**config.mk**
```make
export PLATFORM = sky130hd
export DESIGN_NAME = rbse_slab
export DESIGN_NICKNAME = d
export VERILOG_FILES = /design/src/hw/rtl/rbse_pkg.sv /design/src/hw/rtl/rbse_slab.sv
export SDC_FILE = /design/constraint.sdc
export NUM_CORES = 1
export LEC_CHECK = 0
export BUFFER_PORTS_ARGS = -buffer_cell sky130_fd_sc_hd__buf_4
export CAP_MARGIN = 20
export CORE_AREA = 4 4 239 241
export CTS_BUF_LIST = sky130_fd_sc_hd__clkbuf_8
export CTS_CLUSTER_DIAMETER = 150
export DETAILED_ROUTE_END_ITERATION = 6
export DIE_AREA = 0 0 243 245
export GPL_TIMING_DRIVEN = 0
export PLACE_DENSITY = 0.81
export RECOVER_POWER = 25
export SYNTH_ARGS = -nofsm -noshare
export SYNTH_HDL_FRONTEND = slang
export SYNTH_SLANG_ARGS = --single-unit
```
**constraint.sdc**
```tcl
create_clock -name clk -period 17.06 [get_ports clk]
set_input_delay 1.706 -clock clk [delete_from_list [all_inputs] [get_ports clk]]
set_output_delay 1.706 -clock clk [all_outputs]
set_load 0.01 [all_outputs]
```
**src/hw/rtl/rbse_pkg.sv**
```systemverilog
// types and constants of the ray box slab entry block
package rbse_pkg;

    localparam int COORD_W    = 32;
    localparam int FRAC_B     = 16;
    localparam int NUM_AXES   = 3;
    localparam int NUM_DIVS   = 2 * NUM_AXES;
    localparam int DIV_STAGES = COORD_W + FRAC_B;

    typedef logic signed [COORD_W-1:0] coord_t;
    typedef logic [COORD_W-1:0]        mag_t;
    typedef logic [2:0]                cfg_idx_t;

    localparam cfg_idx_t CFG_BOX_MIN_X = 3'd0;
    localparam cfg_idx_t CFG_BOX_MIN_Y = 3'd1;
    localparam cfg_idx_t CFG_BOX_MIN_Z = 3'd2;
    localparam cfg_idx_t CFG_BOX_MAX_X = 3'd3;
    localparam cfg_idx_t CFG_BOX_MAX_Y = 3'd4;
    localparam cfg_idx_t CFG_BOX_MAX_Z = 3'd5;

    localparam coord_t COORD_MAX = {1'b0, {(COORD_W-1){1'b1}}};
    localparam coord_t COORD_MIN = {1'b1, {(COORD_W-1){1'b0}}};

    typedef struct packed {
        coord_t start_x;
        coord_t start_y;
        coord_t start_z;
        coord_t end_x;
        coord_t end_y;
        coord_t end_z;
    } ray_t;

    typedef struct packed {
        coord_t entry_x;
        coord_t entry_y;
        coord_t entry_z;
        logic   hit;
    } hit_t;

    // per-ray data that rides alongside the dividers
    typedef struct packed {
        coord_t [NUM_AXES-1:0] start;
        mag_t   [NUM_AXES-1:0] dmag;
        logic   [NUM_AXES-1:0] dneg;
        logic   [NUM_AXES-1:0] par;
        logic                  pmiss;
    } side_t;

endpackage

```
**src/hw/rtl/rbse_slab.sv**
```systemverilog
// slab ordering and entry/exit reduction over the three axes
module rbse_slab (
    input  logic                                        clk,
    input  logic                                        rst_n,
    input  logic                                        en,
    input  logic                                        vld_in,
    input  rbse_pkg::side_t                             side_in,
    input  rbse_pkg::coord_t [rbse_pkg::NUM_DIVS-1:0]   t,
    output logic                                        vld_out,
    output rbse_pkg::side_t                             side_out,
    output rbse_pkg::coord_t                            tmin,
    output logic                                        hit
);

    localparam int NA = rbse_pkg::NUM_AXES;

    // order stage
    logic                        o_vld_reg;
    rbse_pkg::side_t             o_side_reg;
    rbse_pkg::coord_t [NA-1:0]   o_lo_reg, o_lo_next;
    rbse_pkg::coord_t [NA-1:0]   o_hi_reg, o_hi_next;

    // reduce stage
    logic                        r_vld_reg;
    rbse_pkg::side_t             r_side_reg;
    rbse_pkg::coord_t            r_tmin_reg, r_tmin_next, tmax_c;
    logic                        r_hit_reg, r_hit_next;

    always_comb
    begin
        for (int a = 0; a < NA; a++)
        begin
            if (side_in.par[a])
            begin
                o_lo_next[a] = '0;
                o_hi_next[a] = rbse_pkg::COORD_MAX;
            end
            else if ($signed(t[2*a]) > $signed(t[2*a+1]))
            begin
                o_lo_next[a] = t[2*a+1];
                o_hi_next[a] = t[2*a];
            end
            else
            begin
                o_lo_next[a] = t[2*a];
                o_hi_next[a] = t[2*a+1];
            end
        end
    end

    always_comb
    begin
        r_tmin_next = '0;
        tmax_c      = rbse_pkg::COORD_MAX;
        for (int a = 0; a < NA; a++)
        begin
            if ($signed(o_lo_reg[a]) > $signed(r_tmin_next))
            begin
                r_tmin_next = o_lo_reg[a];
            end
            if ($signed(o_hi_reg[a]) < $signed(tmax_c))
            begin
                tmax_c = o_hi_reg[a];
            end
        end
        r_hit_next = !o_side_reg.pmiss && !($signed(r_tmin_next) > $signed(tmax_c));
    end

    always_ff @(posedge clk or negedge rst_n)
    begin
        if (!rst_n)
        begin
            o_vld_reg <= 1'b0;
            r_vld_reg <= 1'b0;
        end
        else if (en)
        begin
            o_vld_reg <= vld_in;
            r_vld_reg <= o_vld_reg;
        end
    end

    always_ff @(posedge clk)
    begin
        if (en)
        begin
            o_side_reg <= side_in;
            o_lo_reg   <= o_lo_next;
            o_hi_reg   <= o_hi_next;
            r_side_reg <= o_side_reg;
            r_tmin_reg <= r_tmin_next;
            r_hit_reg  <= r_hit_next;
        end
    end

    assign vld_out  = r_vld_reg;
    assign side_out = r_side_reg;
    assign tmin     = r_tmin_reg;
    assign hit      = r_hit_reg;

endmodule

```
Yosys cells after proc, flatten, opt, wreduce, memory -nomap -nowiden:

Cells that the tools add are included.

* bits in registers: 625
* bits in latches: 0
* RAM bits: 0
* memory bits (read-only): 0
* output and inout port bits: 233
* memories: 0

* $add $sub $neg: 0
* multiply operators: 0
* div/mod/pow operators: 0
* magnitude comparators: 10
* eq/ne operators: 0
* shifts and indexed selects: 0
* mux-type cells: 12
* bitwise gates (word level): 0
* reduce and logical (&&, ||, !) cells: 3

Operators by type and width (number)
* 32-bit 2-to-1 mux: 12
* 32-bit > comparator: 6
* 32-bit less-than comparator: 2
* 32-bit by 1-bit > comparator with 1-bit output, second input constant: 1
* 32-bit less-than comparator, second input constant: 1
* 1-bit zero test: 2
* 1-bit logical AND: 1

Longest topological paths before layout:

* word-level depth: 9
* gate-level depth with buffers: 37

Least setup slack after synthesis:

No wires, ideal clock.

* path kind: flip-flop to flip-flop
* start: register o_lo_reg[10] (netlist name)
* end: register r_hit_reg, in the netlist hit, data pin
* data arrival time: 7364 ps
* setup slack: 9436 ps
* stages on the path, launching flop included: 37
* period minus slack after synthesis: 7624 ps
* path through: edfxtp_1 -> nor4_1 -> nand4_1 -> nor2_1 -> nor2_1 -> clkbuf_1 -> nand2_1 -> ha_1 -> a21o_1 -> a21o_1 -> a21o_1 -> a221o_1 -> a211oi_1 -> o21ai_0 -> a21oi_1 -> buf_4 -> mux2i_1 -> inv_1 -> ha_1 -> a21o_1 -> a21o_1 -> a21oi_1 -> nor2b_1 -> o211ai_1 -> nand4_1 -> mux2_1 -> clkbuf_1 -> mux2_2 -> ha_1 -> nand3_1 -> nor2_1 -> nand4_1 -> or3_1 -> or4_1 -> o21bai_1 -> a41oi_1 -> a21oi_1

* cells in the longest elaborated chain, start to end: 9

RTL lines
* from (decl): line rbse_slab.sv:20 `rbse_pkg::coord_t [NA-1:0] o_lo_reg, o_lo_next;`
* from (signal assigned): line rbse_slab.sv:88 `o_lo_reg <= o_lo_next;`
* 32-bit by 1-bit > comparator with 1-bit output: line rbse_slab.sv:57 `if ($signed(o_lo_reg[a]) > $signed(r_tmin_next))`
* 32-bit 2-to-1 mux *: line rbse_slab.sv:57
* 32-bit > comparator: line rbse_slab.sv:57
* 32-bit 2-to-1 mux *: line rbse_slab.sv:57
* 32-bit > comparator: line rbse_slab.sv:57
* 32-bit 2-to-1 mux *: line rbse_slab.sv:57
* net r_tmin_next[26]: line rbse_slab.sv:26 `rbse_pkg::coord_t r_tmin_reg, r_tmin_next, tmax_c;`
* 32-bit > comparator *: line rbse_slab.sv:66 `r_hit_next = !o_side_reg.pmiss && !($signed(r_tmin_next) > $signed(tmax_c));`
* 1-bit zero test *: line rbse_slab.sv:66
* 1-bit logical AND *: line rbse_slab.sv:66
* net r_hit_next: line rbse_slab.sv:27 `logic r_hit_reg, r_hit_next;`
* to (signal assigned): line rbse_slab.sv:92 `r_hit_reg <= r_hit_next;`
* to (decl): line rbse_slab.sv:27

The timed path passes the listed nets; every way through them passes the cells marked *.
A chain may end at the register's enable or synchronous reset.

Worst setup path after layout:

* start: register o_lo_reg[17] (netlist name)
* end: register r_hit_reg, in the netlist hit, data pin

Same word-level chain as after synthesis.

==> impl_metrics.json <==
{
  "drive_gt1_frac": 0.261,
  "drv_cap": 0,
  "grt_pass1_vias": 22200,
  "vias_per_cell": 5.66,
  "cts_made_buffers": 101,
  "vdd_drop_max_v": 0.0000640,
  "chipWidth_um": 243,
  "synthesis.nets": 2974,
  "post-route-period-util": 0.597,
  "cts_tree": "built",
  "clock_latency_ns": 0.71,
  "cp_max_fo": 10,
  "synthesis.area_um2": 30900,
  "path_clk_slew_ns": 0.07,
  "slew_violations": 0,
  "vias": 21800,
  "worst_slew_pin_slew_ns": 0.956,
  "nNetsFinal": 3709,
  "antenna_left": 0,
  "status": "finished clean",
  "clock_path_buffers": 3,
  "max_freq_mhz": 98.1,
  "switching_share": 0.296,
  "synth_top_family_by_area": "multiplexers",
  "antenna_found_initial": 16,
  "gp_congestion": 0.955,
  "die_y_um": 245,
  "synthCells": 2325,
  "grt.overflow.total": 0,
  "max_slew_margin": 0.357,
  "ctsHtreeMaxLevel": 3,
  "synthAdderAreaFrac": 0.103,
  "post_cts_buffers": 0,
  "drtPass1Iterations": 5,
  "synth_cell_type_count": 54,
  "drt_iter0_markers": 1825,
  "share_comb_of_total_power": 0.238,
  "cp.arrival_ns": 10.61,
  "synth_edf_count": 623,
  "synthSimpleGateAreaFrac": 0.0996,
  "switching_power_mw": 1.25,
  "p_total_mw": 4.23,
  "drc": 0,
  "layout_min_cycle_time_ns": 10.19,
  "synth_area_per_cell_um2": 13.3,
  "synth_ff_type": "edfxtp_1",
  "critPathLaunchType": "register",
  "grt_start_max_net_pins": 142,
  "row_count": 86,
  "wl_per_cell_um": 24.7,
  "rsz0062_at_grt": "no",
  "hold_class": "reg -> reg",
  "synth_compound_area_frac": 0.0441,
  "final-setup-viol-count": 0,
  "endpoint_kind": "register",
  "intPower_mw": 2.98,
  "synth-warning-count": 0,
  "synth_mux_area_frac": 0.108,
  "global_route.usage.total": 0.311,
  "cts_root_buffer": "clkbuf_8",
  "ys_seq_area_frac": 0.607,
  "pin_count": 628,
  "fin_util": 0.703,
  "cts_resized": 0,
  "final_cell_mix": "623 x edfxtp_1, 462 x buf_4, 256 x mux2i_1",
  "dp_hpwl_um": 74300,
  "cts.sinks": 625,
  "finalSetupTns_ns": 0,
  "grt_pass1_wl_um": 138000,
  "finClkSkew_ns": 0.0412,
  "area_growth_syn_to_layout_pct": 24.9,
  "cpPeakStageDelay_ns": 0.67,
  "worst_path_most_repeated_cell": "nand4_1",
  "hold_viol_final": 0,
  "clkPwrFrac": 0.305,
  "initial_core_util": 0.563,
  "cp.required_ns": 17.48,
  "core_area_um2": 54900,
  "leakage_nw": 17.4,
  "ys_seq_elements": 625,
  "final_common_cell": "edfxtp_1",
  "synth_xor_area_frac": 0,
  "critPathSlowestCell": "clkbuf_1",
  "postCtsHoldBufs": 0,
  "die_area_um2": 59500,
  "finalWirelength_um": 95200,
  "cellPowerDensity_nw_per_um2": 110,
  "path_class": "reg -> reg",
  "io_buffers": 627,
  "seqPwrFrac": 0.457,
  "async_flop_share": 0.00320
}
[Yosys cell counts (2+ instances only)]
cell         n  area [um^2]
o211ai_1     7         52.6
a21o_1      58          435
nor4_1      13         81.3
mux2i_1    256         2560
buf_1        7         26.3
mux2_2      37          417
edfxtp_1   623        18700
or2_2        3         18.8
nor2b_1     16          100
inv_1      225          845
o2111ai_1    2         17.5
a41oi_1      2         17.5
buf_4        6         45.0
o21a_1      10         75.1
o31ai_1      2         15.0
and4_1       5         43.8
o211a_1      3         30.0
a221o_1      4         40.0
a31oi_1      2         12.5
buf_2       16         80.1
o21ai_0     35          175
and2_1       5         31.3
o22ai_1      2         12.5
a21oi_1     58          290
nand2_1     65          244
nand2b_1   196         1230
mux2_1      31          349
a211oi_1    12         90.1
and3_1       2         12.5
clkbuf_1    49          184
a211o_1      3         26.3
dfrtp_1      2         50.1
nor3_1      13         65.1
nor2_1     221          830
nand4_1     41          257
nand3_1     22          110
ha_1       254         3180
[metal layers]
metal  global-route usage  vias to the layer above  routed length, um
met5                    0                        -                 51
met4                0.166                        8               5720
met3               0.0684                      255               7070
met2                0.540                      948              47700
met1                0.362                    10700              34700
li1                     -                     9939                  -
[worst paths after layout]
path	cells past startpoint	to	from	slack (ns)
max	34	hit$_DFFE_PP_	o_lo_reg[17]$_SDFFCE_PP0P_	6.87
max in group asynchronous	1	o_vld_reg$_DFFE_PN0P_	rst_n	16.14
min	0	side_out[41]$_DFFE_PP_	o_side_reg[41]$_DFFE_PP_	0.40
min reg2reg	0	side_out[41]$_DFFE_PP_	o_side_reg[41]$_DFFE_PP_	0.40
min in group asynchronous	1	vld_out$_DFFE_PN0P_	rst_n	0.79
max reg2reg	34	hit$_DFFE_PP_	o_lo_reg[17]$_SDFFCE_PP0P_	6.87
[power by group through the flow]
stage	Combinational (mW)	Sequential, mW	Clock, mW
after floorplan	0.554	1.96	0
after detailed placement	0.994	1.96	0
after CTS	1.00	1.93	1.32
after global placement	0.955	1.97	0
after global routing	1.10	1.94	1.39
final	1.01	1.93	1.29
[cells by family (layout without fill, tap and decap cells)]
family | after synthesis | in the layout
adder cells (fa/ha/maj) | 254 | 254
multiplexers | 325 | 325
AO/OA/AOI/OAI | 208 | 208
AND/OR/NAND/NOR | 609 | 609
other | 1 | 12
flip-flops | 625 | 625
buffers and inverters | 303 | 1115
[metrics by stage]
step / worst slack (ns) / cells / cell area, um^2 / hold slack, ns
2_1_floorplan: 9.44 / 2325 / 30900 / 0.400
3_5_place_dp: 7.12 / 3661 / 36600 / 0.405
6_report: 6.87 / 3852 / 38600 / 0.398
3_3_place_gp: 7.17 / 3656 / 36500 / 0.400
4_1_cts: 7.05 / 3841 / 38600 / 0.401
5_1_grt: 6.40 / 3851 / 38600 / 0.392
[worst max-delay path: cells and delay by family (launching register included)]
family                   cells  cell delay (ns)
adder cells (fa/ha/maj)      3             0.79
flip-flops                   1             0.43
buffers and inverters        4             1.36
multiplexers                 3             1.17
AO/OA/AOI/OAI                5             1.35
AND/OR/NAND/NOR             19             4.81
[final cells by class]
class	count	area, um^2
antenna	11	27.5
buffer	78	335
clock buffer	101	1390
clock inverter	79	573
fill	3731	16300
inverter	225	845
multi-input combinational	1397	11000
sequential	625	18800
tap	704	881
timing repair buffer	632	4820
Power figures use the tool's default switching activity.
