$ cat src/hw/rtl/rbse_pkg.sv
// types and constants of the ray box slab entry block
package rbse_pkg;

    localparam int COORD_W    = 32;
    localparam int FRAC_B     = 16;
    localparam int NUM_AXES   = 3;
    localparam int NUM_DIVS   = 2 * NUM_AXES;
    localparam int DIV_STAGES = COORD_W + FRAC_B;

    typedef logic signed [COORD_W-1:0] coord_t;
    typedef logic [COORD_W-1:0]        mag_t;
    typedef logic [2:0]                cfg_idx_t;

    localparam cfg_idx_t CFG_BOX_MIN_X = 3'd0;
    localparam cfg_idx_t CFG_BOX_MIN_Y = 3'd1;
    localparam cfg_idx_t CFG_BOX_MIN_Z = 3'd2;
    localparam cfg_idx_t CFG_BOX_MAX_X = 3'd3;
    localparam cfg_idx_t CFG_BOX_MAX_Y = 3'd4;
    localparam cfg_idx_t CFG_BOX_MAX_Z = 3'd5;

    localparam coord_t COORD_MAX = {1'b0, {(COORD_W-1){1'b1}}};
    localparam coord_t COORD_MIN = {1'b1, {(COORD_W-1){1'b0}}};

    typedef struct packed {
        coord_t start_x;
        coord_t start_y;
        coord_t start_z;
        coord_t end_x;
        coord_t end_y;
        coord_t end_z;
    } ray_t;

    typedef struct packed {
        coord_t entry_x;
        coord_t entry_y;
        coord_t entry_z;
        logic   hit;
    } hit_t;

    // per-ray data that rides alongside the dividers
    typedef struct packed {
        coord_t [NUM_AXES-1:0] start;
        mag_t   [NUM_AXES-1:0] dmag;
        logic   [NUM_AXES-1:0] dneg;
        logic   [NUM_AXES-1:0] par;
        logic                  pmiss;
    } side_t;

endpackage

$ cat src/hw/rtl/rbse_prep.sv
// input stage: directions, slab numerators and parallel-ray test
module rbse_prep (
    input  logic                                        clk,
    input  logic                                        rst_n,
    input  logic                                        en,
    input  logic                                        vld_in,
    input  rbse_pkg::ray_t                              ray,
    input  rbse_pkg::coord_t [rbse_pkg::NUM_AXES-1:0]   box_min,
    input  rbse_pkg::coord_t [rbse_pkg::NUM_AXES-1:0]   box_max,
    output logic                                        vld_out,
    output rbse_pkg::side_t                             side,
    output rbse_pkg::mag_t   [rbse_pkg::NUM_DIVS-1:0]   div_num,
    output logic             [rbse_pkg::NUM_DIVS-1:0]   div_neg
);

    localparam int W = rbse_pkg::COORD_W;

    logic                                      vld_reg;
    rbse_pkg::side_t                           side_reg, side_next;
    rbse_pkg::mag_t [rbse_pkg::NUM_DIVS-1:0]   num_reg, num_next;
    logic [rbse_pkg::NUM_DIVS-1:0]             neg_reg, neg_next;

    logic signed [W:0] diff_d, diff_1, diff_2;
    logic [W:0]        inv_d, inv_1, inv_2;
    rbse_pkg::coord_t  s, e, lo, hi;

    always_comb
    begin
        side_next = '0;
        num_next  = '0;
        neg_next  = '0;
        s = '0; e = '0; lo = '0; hi = '0;
        diff_d = '0; diff_1 = '0; diff_2 = '0;
        inv_d = '0; inv_1 = '0; inv_2 = '0;
        for (int a = 0; a < rbse_pkg::NUM_AXES; a++)
        begin
            case (a)
                0:
                begin
                    s = ray.start_x;
                    e = ray.end_x;
                end
                1:
                begin
                    s = ray.start_y;
                    e = ray.end_y;
                end
                default:
                begin
                    s = ray.start_z;
                    e = ray.end_z;
                end
            endcase
            lo = box_min[a];
            hi = box_max[a];
            diff_d = $signed({e[W-1], e}) - $signed({s[W-1], s});
            diff_1 = $signed({lo[W-1], lo}) - $signed({s[W-1], s});
            diff_2 = $signed({hi[W-1], hi}) - $signed({s[W-1], s});
            inv_d  = ~diff_d + 1'b1;
            inv_1  = ~diff_1 + 1'b1;
            inv_2  = ~diff_2 + 1'b1;
            side_next.start[a] = s;
            side_next.dneg[a]  = diff_d[W];
            side_next.dmag[a]  = diff_d[W] ? inv_d[W-1:0] : diff_d[W-1:0];
            side_next.par[a]   = (diff_d == '0);
            if ((diff_d == '0) && (($signed(s) < $signed(lo)) || ($signed(s) > $signed(hi))))
            begin
                side_next.pmiss = 1'b1;
            end
            num_next[2*a]   = diff_1[W] ? inv_1[W-1:0] : diff_1[W-1:0];
            num_next[2*a+1] = diff_2[W] ? inv_2[W-1:0] : diff_2[W-1:0];
            neg_next[2*a]   = diff_1[W] ^ diff_d[W];
            neg_next[2*a+1] = diff_2[W] ^ diff_d[W];
        end
    end

    always_ff @(posedge clk or negedge rst_n)
    begin
        if (!rst_n)
        begin
            vld_reg <= 1'b0;
        end
        else if (en)
        begin
            vld_reg <= vld_in;
        end
    end

    always_ff @(posedge clk)
    begin
        if (en)
        begin
            side_reg <= side_next;
            num_reg  <= num_next;
            neg_reg  <= neg_next;
        end
    end

    assign vld_out = vld_reg;
    assign side    = side_reg;
    assign div_num = num_reg;
    assign div_neg = neg_reg;

endmodule

$ cat config.mk
export PLATFORM = sky130hd
export DESIGN_NAME = rbse_prep
export DESIGN_NICKNAME = d
export VERILOG_FILES = /design/src/hw/rtl/rbse_pkg.sv /design/src/hw/rtl/rbse_prep.sv
export SDC_FILE = /design/constraint.sdc
export NUM_CORES = 1
export LEC_CHECK = 0
export BUFFER_PORTS_ARGS = -buffer_cell sky130_fd_sc_hd__buf_4
export CORE_AREA = 2 2 305 307
export CTS_CLUSTER_SIZE = 24
export DETAILED_ROUTE_END_ITERATION = 10
export DIE_AREA = 0 0 307 309
export SLEW_MARGIN = 20
export SYNTH_ARGS = -nofsm -noshare
export SYNTH_HDL_FRONTEND = slang
export SYNTH_SLANG_ARGS = --single-unit
$ cat constraint.sdc
create_clock -name clk -period 0.82 [get_ports clk]
set_input_delay 0.164 -clock clk [delete_from_list [all_inputs] [get_ports clk]]
set_output_delay 0.164 -clock clk [all_outputs]
set_load 0.01 [all_outputs]
* After elaboration in Yosys (flattened, before gate mapping)
Cells that the tools add are included.
Widths: inputs -> output; s select.
** Operators by class
- Add/sub/neg operators :: 18
- $mul :: 0
- Divide/modulo/power cells :: 0
- Magnitude comparators :: 6
- Equal/unequal tests :: 0
- Shifts and indexed selects :: 0
- Mux-type cells :: 10
- Bitwise logic cells :: 15
- Reduce and logical (&&, ||, !) cells :: 10
** Operators by type and width (count)
- $sub 32x32->33 :: 9
- $add 32x1->32 const B :: 9
- $mux 32 :: 9
- $not 32->32 :: 9
- $logic_not 33->1 :: 3
- $gt 32x32->1 :: 3
- $lt 32x32->1 :: 3
- $xor 1x1->1 :: 6
- $logic_and 1x1->1 :: 3
- $logic_or 1x1->1 :: 3
- $reduce_or 2->1 :: 1
- $mux 1 :: 1
** Storage, ports and cells
- Register bits :: 398
- Bits in latches :: 0
- Bits in writable memories :: 0
- Memory bits (read-only) :: 0
- Output and inout port bits :: 398
- Logic and storage cells :: 76
- Memories kept :: 0

* Logic depth before layout (Yosys ltp)
- Depth in word-level cells :: 4
- Depth in mapped cells :: 17
- Depth with buffers taken out :: 16

* Worst setup path after synthesis
Ideal clock, no wire load.
- Kind :: in2reg
- Start :: input box_max[0] (netlist bit)
- End :: register num_reg, in the netlist div_num[60] (data pin)
- Library setup time :: 264 ps
- Arrival time :: 3665 ps
- Slack :: -3110 ps
- Stages on the path :: 15
- Cells stage by stage :: inv_1 > ha_1 > inv_1 > fa_1 > a21o_1 > a221oi_4 > o211ai_2 > nor4b_4 > a311oi_4 > or3b_4 > or4_4 > or3_1 > or2_4 > o21ai_2 > xnor2_1
** RTL lines
- start, declared :: RTL line rbse_prep.sv:9 : input rbse_pkg::coord_t [rbse_pkg::NUM_AXES-1:0] box_max,
- end signal, assigned :: RTL line rbse_prep.sv:94 : num_reg <= num_next;
- end, declared :: RTL line rbse_prep.sv:20 : rbse_pkg::mag_t [rbse_pkg::NUM_DIVS-1:0] num_reg, num_next;

==> parameters.txt <==
Parameter                              Value

STA
  Actual slew at the worst max-slew pin    approximately 640 ps
  Final Setup Violations    roughly 940
  Hold Fails Final Rpt    0
  Post-route worst setup slack    -2610 ps
  Slew HR    between 50 and 60%
  Max Fclk    around 290 MHz
  RSZ-0062 raised after global routing    yes
  Ratio of final minimum period to clock period    419%
  Final Slew Violations    0
  Post-layout minimum cycle time    3430 ps
  Hold Worst Slack    54.1 ps
  Clock skew after layout    0 ps

Job
  Reported max-cap violation count    0

Min path
  Hold Path Stages    4
  Min-delay worst type    input port to flip-flop
  Min-delay src    box_max[64]
  End point of the most critical hold path    div_num[160]$_DFFE_PP_

Route
  Residual antenna-violating net count after detailed routing    0
  Count of TritonRoute iterations in the first routing pass    5
  Initial DRC Count    between 2,000 and 3,000
  Via count    43,200
  Vias/cell    roughly 5.4
  Wire length per cell after detailed routing    21.7 um
  Total length of routed wires    about 170 mm
  DRC Markers    0

Outcome
  Violated checks    negative setup slack
  Result of the run    complete, but fails checks

Cells and area
  Util after Layout    72.8%
  Final-stage net count    7,446
  Share of final-layout standard cells stronger than drive strength 1    between 50% and 60%
  Number of standard cells in the layout, taps in and fillers out    7,994
  Number of flip-flops in the largest register    just under 200
  Number of fillers in the final layout    between 6,000 and 7,000
  Layout area overhead    83.3%

Worst setup path
  Capture point of the worst reg-to-reg path    vld_out$_DFFE_PN0P_
  Most numerous cell on the critical path    o21ai_2
  Kind of end point of the critical path    flip-flop
  Worst reg-to-reg path cell count    1
  Library cell contributing the largest single delay on the critical path    or4_4
  Cell family with most CP delay    simple AND/OR/NAND/NOR gates
  Critical setup path kind    input port to flip-flop
  Slack of the worst reg-to-reg path    roughly 70 ps
  Required time at the worst-slack endpoint    1200 ps
  Delay of the slowest critical-path stage    ~530 ps
  Source of the critical timing path    box_max[0]
  Worst R2R Start    vld_out$_DFFE_PN0P_
  Startpoint Class    input port
  Data arrival time of the worst path    3820 ps
  CP Max Fanout    5
  Buffers plus inverters on the worst setup path    3
  Critical Path, Cell by Cell    buf_8 > inv_4 > ha_4 > inv_2 > fa_2 > a21o_1 > a221oi_4 > o21ai_2 > a2bb2oi_2 > a211o_2 > or3b_4 > or4_4 > or3_4 > or2_4 > o21ai_2 > xnor2_1

Power
  Reported leakage power    roughly 30 nW
  Power per unit of standard cell area    roughly 1700 nW/um2
  Peak ir drop on the vdd network    1.80 mV

Floorplanning
  Area of the core region    approximately 90,000 um2
  Die width    307 um
  Number of top-level pins    about 790
  Full die area    ~95,000 um2
  Initial core utilization    about two fifths
  Die Y-Extent    309 um
  Number of placement rows    between 100 and 150

Yosys
  Flop and latch count out of synthesis    around 400
  Most used standard cell by instance count after synthesis    edfxtp_1
  Async SR Flop Fraction    less than 1%
  Fraction of post-synthesis cell area in the top cell type by area    32.9%
  Post-synth EDFFs    between 300 and 400
  Synth Instances    roughly 4,100
  List of most frequent post-synthesis cells    edfxtp_1, a21oi_1, nand2_1
  Top area cells in the synthesized netlist    edfxtp_1, ha_1, xnor2_1, a21oi_1, xor2_1
  Post-synthesis instance area    between 30,000 and 40,000 um2
  Number of distinct standard cells referenced by the synthesized netlist    around 110
  Synthesis Warnings    0
  Cell type contributing the most total cell area after synthesis    edfxtp_1
  Top FF cell, synth    edfxtp_1
  Number of nets produced by synthesis    around 4,800
  Sequential element share of the synthesized area    ~33%
  Average footprint of a synthesized cell    8.91 um2

Placement
  Placer's final routability congestion estimate    0.998
  Detailed placement HPWL    between 100 and 150 mm
  IO buf count    a little under 800
  DP Cell Count    7,580
  Post-placement setup slack    -3270 ps

Clocking
  Num Clock Sinks    slightly below 400
  Max clock buf depth    3
  Clock-pin slew of the registers on the worst-case setup and hold paths    60 ps
  Clock Root Buffer    clkbuf_16
  Number of levels the H-tree was split into    2
  CTS tree    done
  Latest clock arrival within the worst-skew pair    630 ps
  Total CTS buffers    47

GRT
  Number of antenna violations at the first check in global routing    38
  Total routing resource utilization after global routing    between 30% and 40%
  Wire length of the first global-routing pass    roughly 250 mm
  Number of global-route vias before repair    ~43,000
  Remaining Overflow, GRT    0
  Maximum number of pins on one net before global-route repair    32
cells in the final DEF, fill, tap and decap left out, types with 26 or more instances in the layout:
cell type / synthesis / routed
buf_4: 0 / 2484
edfxtp_1: 397 / 397
nand2_1: 335 / 294
a21oi_1: 357 / 266
ha_1: 305 / 257
xnor2_1: 306 / 240
nor2_1: 256 / 207
inv_1: 224 / 183
o21ai_0: 261 / 150
xor2_1: 167 / 145
a21o_1: 129 / 126
buf_6: 1 / 112
dlygate4sd3_1: 0 / 101
nand3_1: 85 / 74
a21oi_2: 1 / 73
o21ai_2: 5 / 72
nor3_1: 93 / 71
xnor2_2: 0 / 57
nand4_1: 51 / 51
clkbuf_16: 0 / 48
o211ai_1: 45 / 45
o21a_1: 46 / 44
ha_4: 0 / 41
and2_1: 42 / 40
nand2b_1: 45 / 39
and3_1: 47 / 39
a31oi_1: 67 / 38
nor2_4: 0 / 37
buf_12: 0 / 37
nor2b_1: 41 / 33
o21ai_1: 8 / 31
or3_1: 45 / 31
o21bai_1: 33 / 31
diode_2: 0 / 28
a211oi_2: 1 / 28
nand2_2: 0 / 26
logic make-up after synthesis:
| kind of cell | share of synthesized area [%] |
|---|---|
| adders and majority gates | 11.0 |
| muxes | 0.569 |
| and+or+nand+nor | 16.5 |
| AOI/OAI and AO/OA | 23.8 |
| xor gates and xnor gates | 11.4 |
| DFF | 32.9 |
| buffers and inverters | 3.79 |
metrics by stage:
stage	area, um2	TNS [ps]	power, mW
2_1_floorplan	38300	-650580	53.9
3_5_place_dp	57800	-887000	82.8
3_3_place_gp	57800	-880550	82.3
6_report	66500	-911740	113
5_1_grt	66500	-947640	117
4_1_cts	65100	-874680	110
worst max path at each step:
stage                       endpoint  slack, ps  cells after the start
5_1_grt        div_num[63]$_DFFE_PP_      -2670                     17
2_1_floorplan  div_num[62]$_DFFE_PP_      -3020                     13
3_3_place_gp   div_num[62]$_DFFE_PP_      -3230                     16
6_report       div_num[58]$_DFFE_PP_      -2610                     16
4_1_cts        div_num[62]$_DFFE_PP_      -2530                     16
3_5_place_dp   div_num[62]$_DFFE_PP_      -3270                     16
timing repair:
| action | 4_1_cts | 5_1_grt |
|---|---|---|
| pin swaps | 325 | 220 |
| gates resized for setup | 648 | 209 |
| cloned | 16 | 0 |
| setup buffers | 169 | 62 |
| setup endpoints to repair | 690 | 935 |
| hold buffers | 101 | 0 |
| endpoints found under the hold margin | 117 | 0 |
power by group:
group	switching, mW	total [mW]	internal, mW	leakage, nW
sequential	1.97	30.0	28.0	3.90
clock	9.16	21.2	12.0	0.725
combinational	30.1	61.4	31.3	25.1
per-layer routing:
metal	wire length, um	vias up	global-route usage, %
li1	-	20700	-
met4	11500	22	21.3
met3	12300	440	7.36
met2	81200	1527	58.0
met5	139	-	0
met1	68100	20500	41.2
cell type report:
cell class | instances | area, um2 | area share (%)
sequential | 398 | 11900 | 18.0
inverter | 224 | 1000 | 1.51
multi-input combinational | 3311 | 28300 | 42.5
timing repair buffer | 2761 | 22200 | 33.4
tap | 1186 | 1480 | 2.23
timing repair inverter | 1 | 7.51 | 0.0113
clock buffer | 59 | 1240 | 1.87
antenna | 28 | 70.1 | 0.105
clock inverter | 26 | 253 | 0.380
Note: power is estimated with default switching activity, not from simulation.
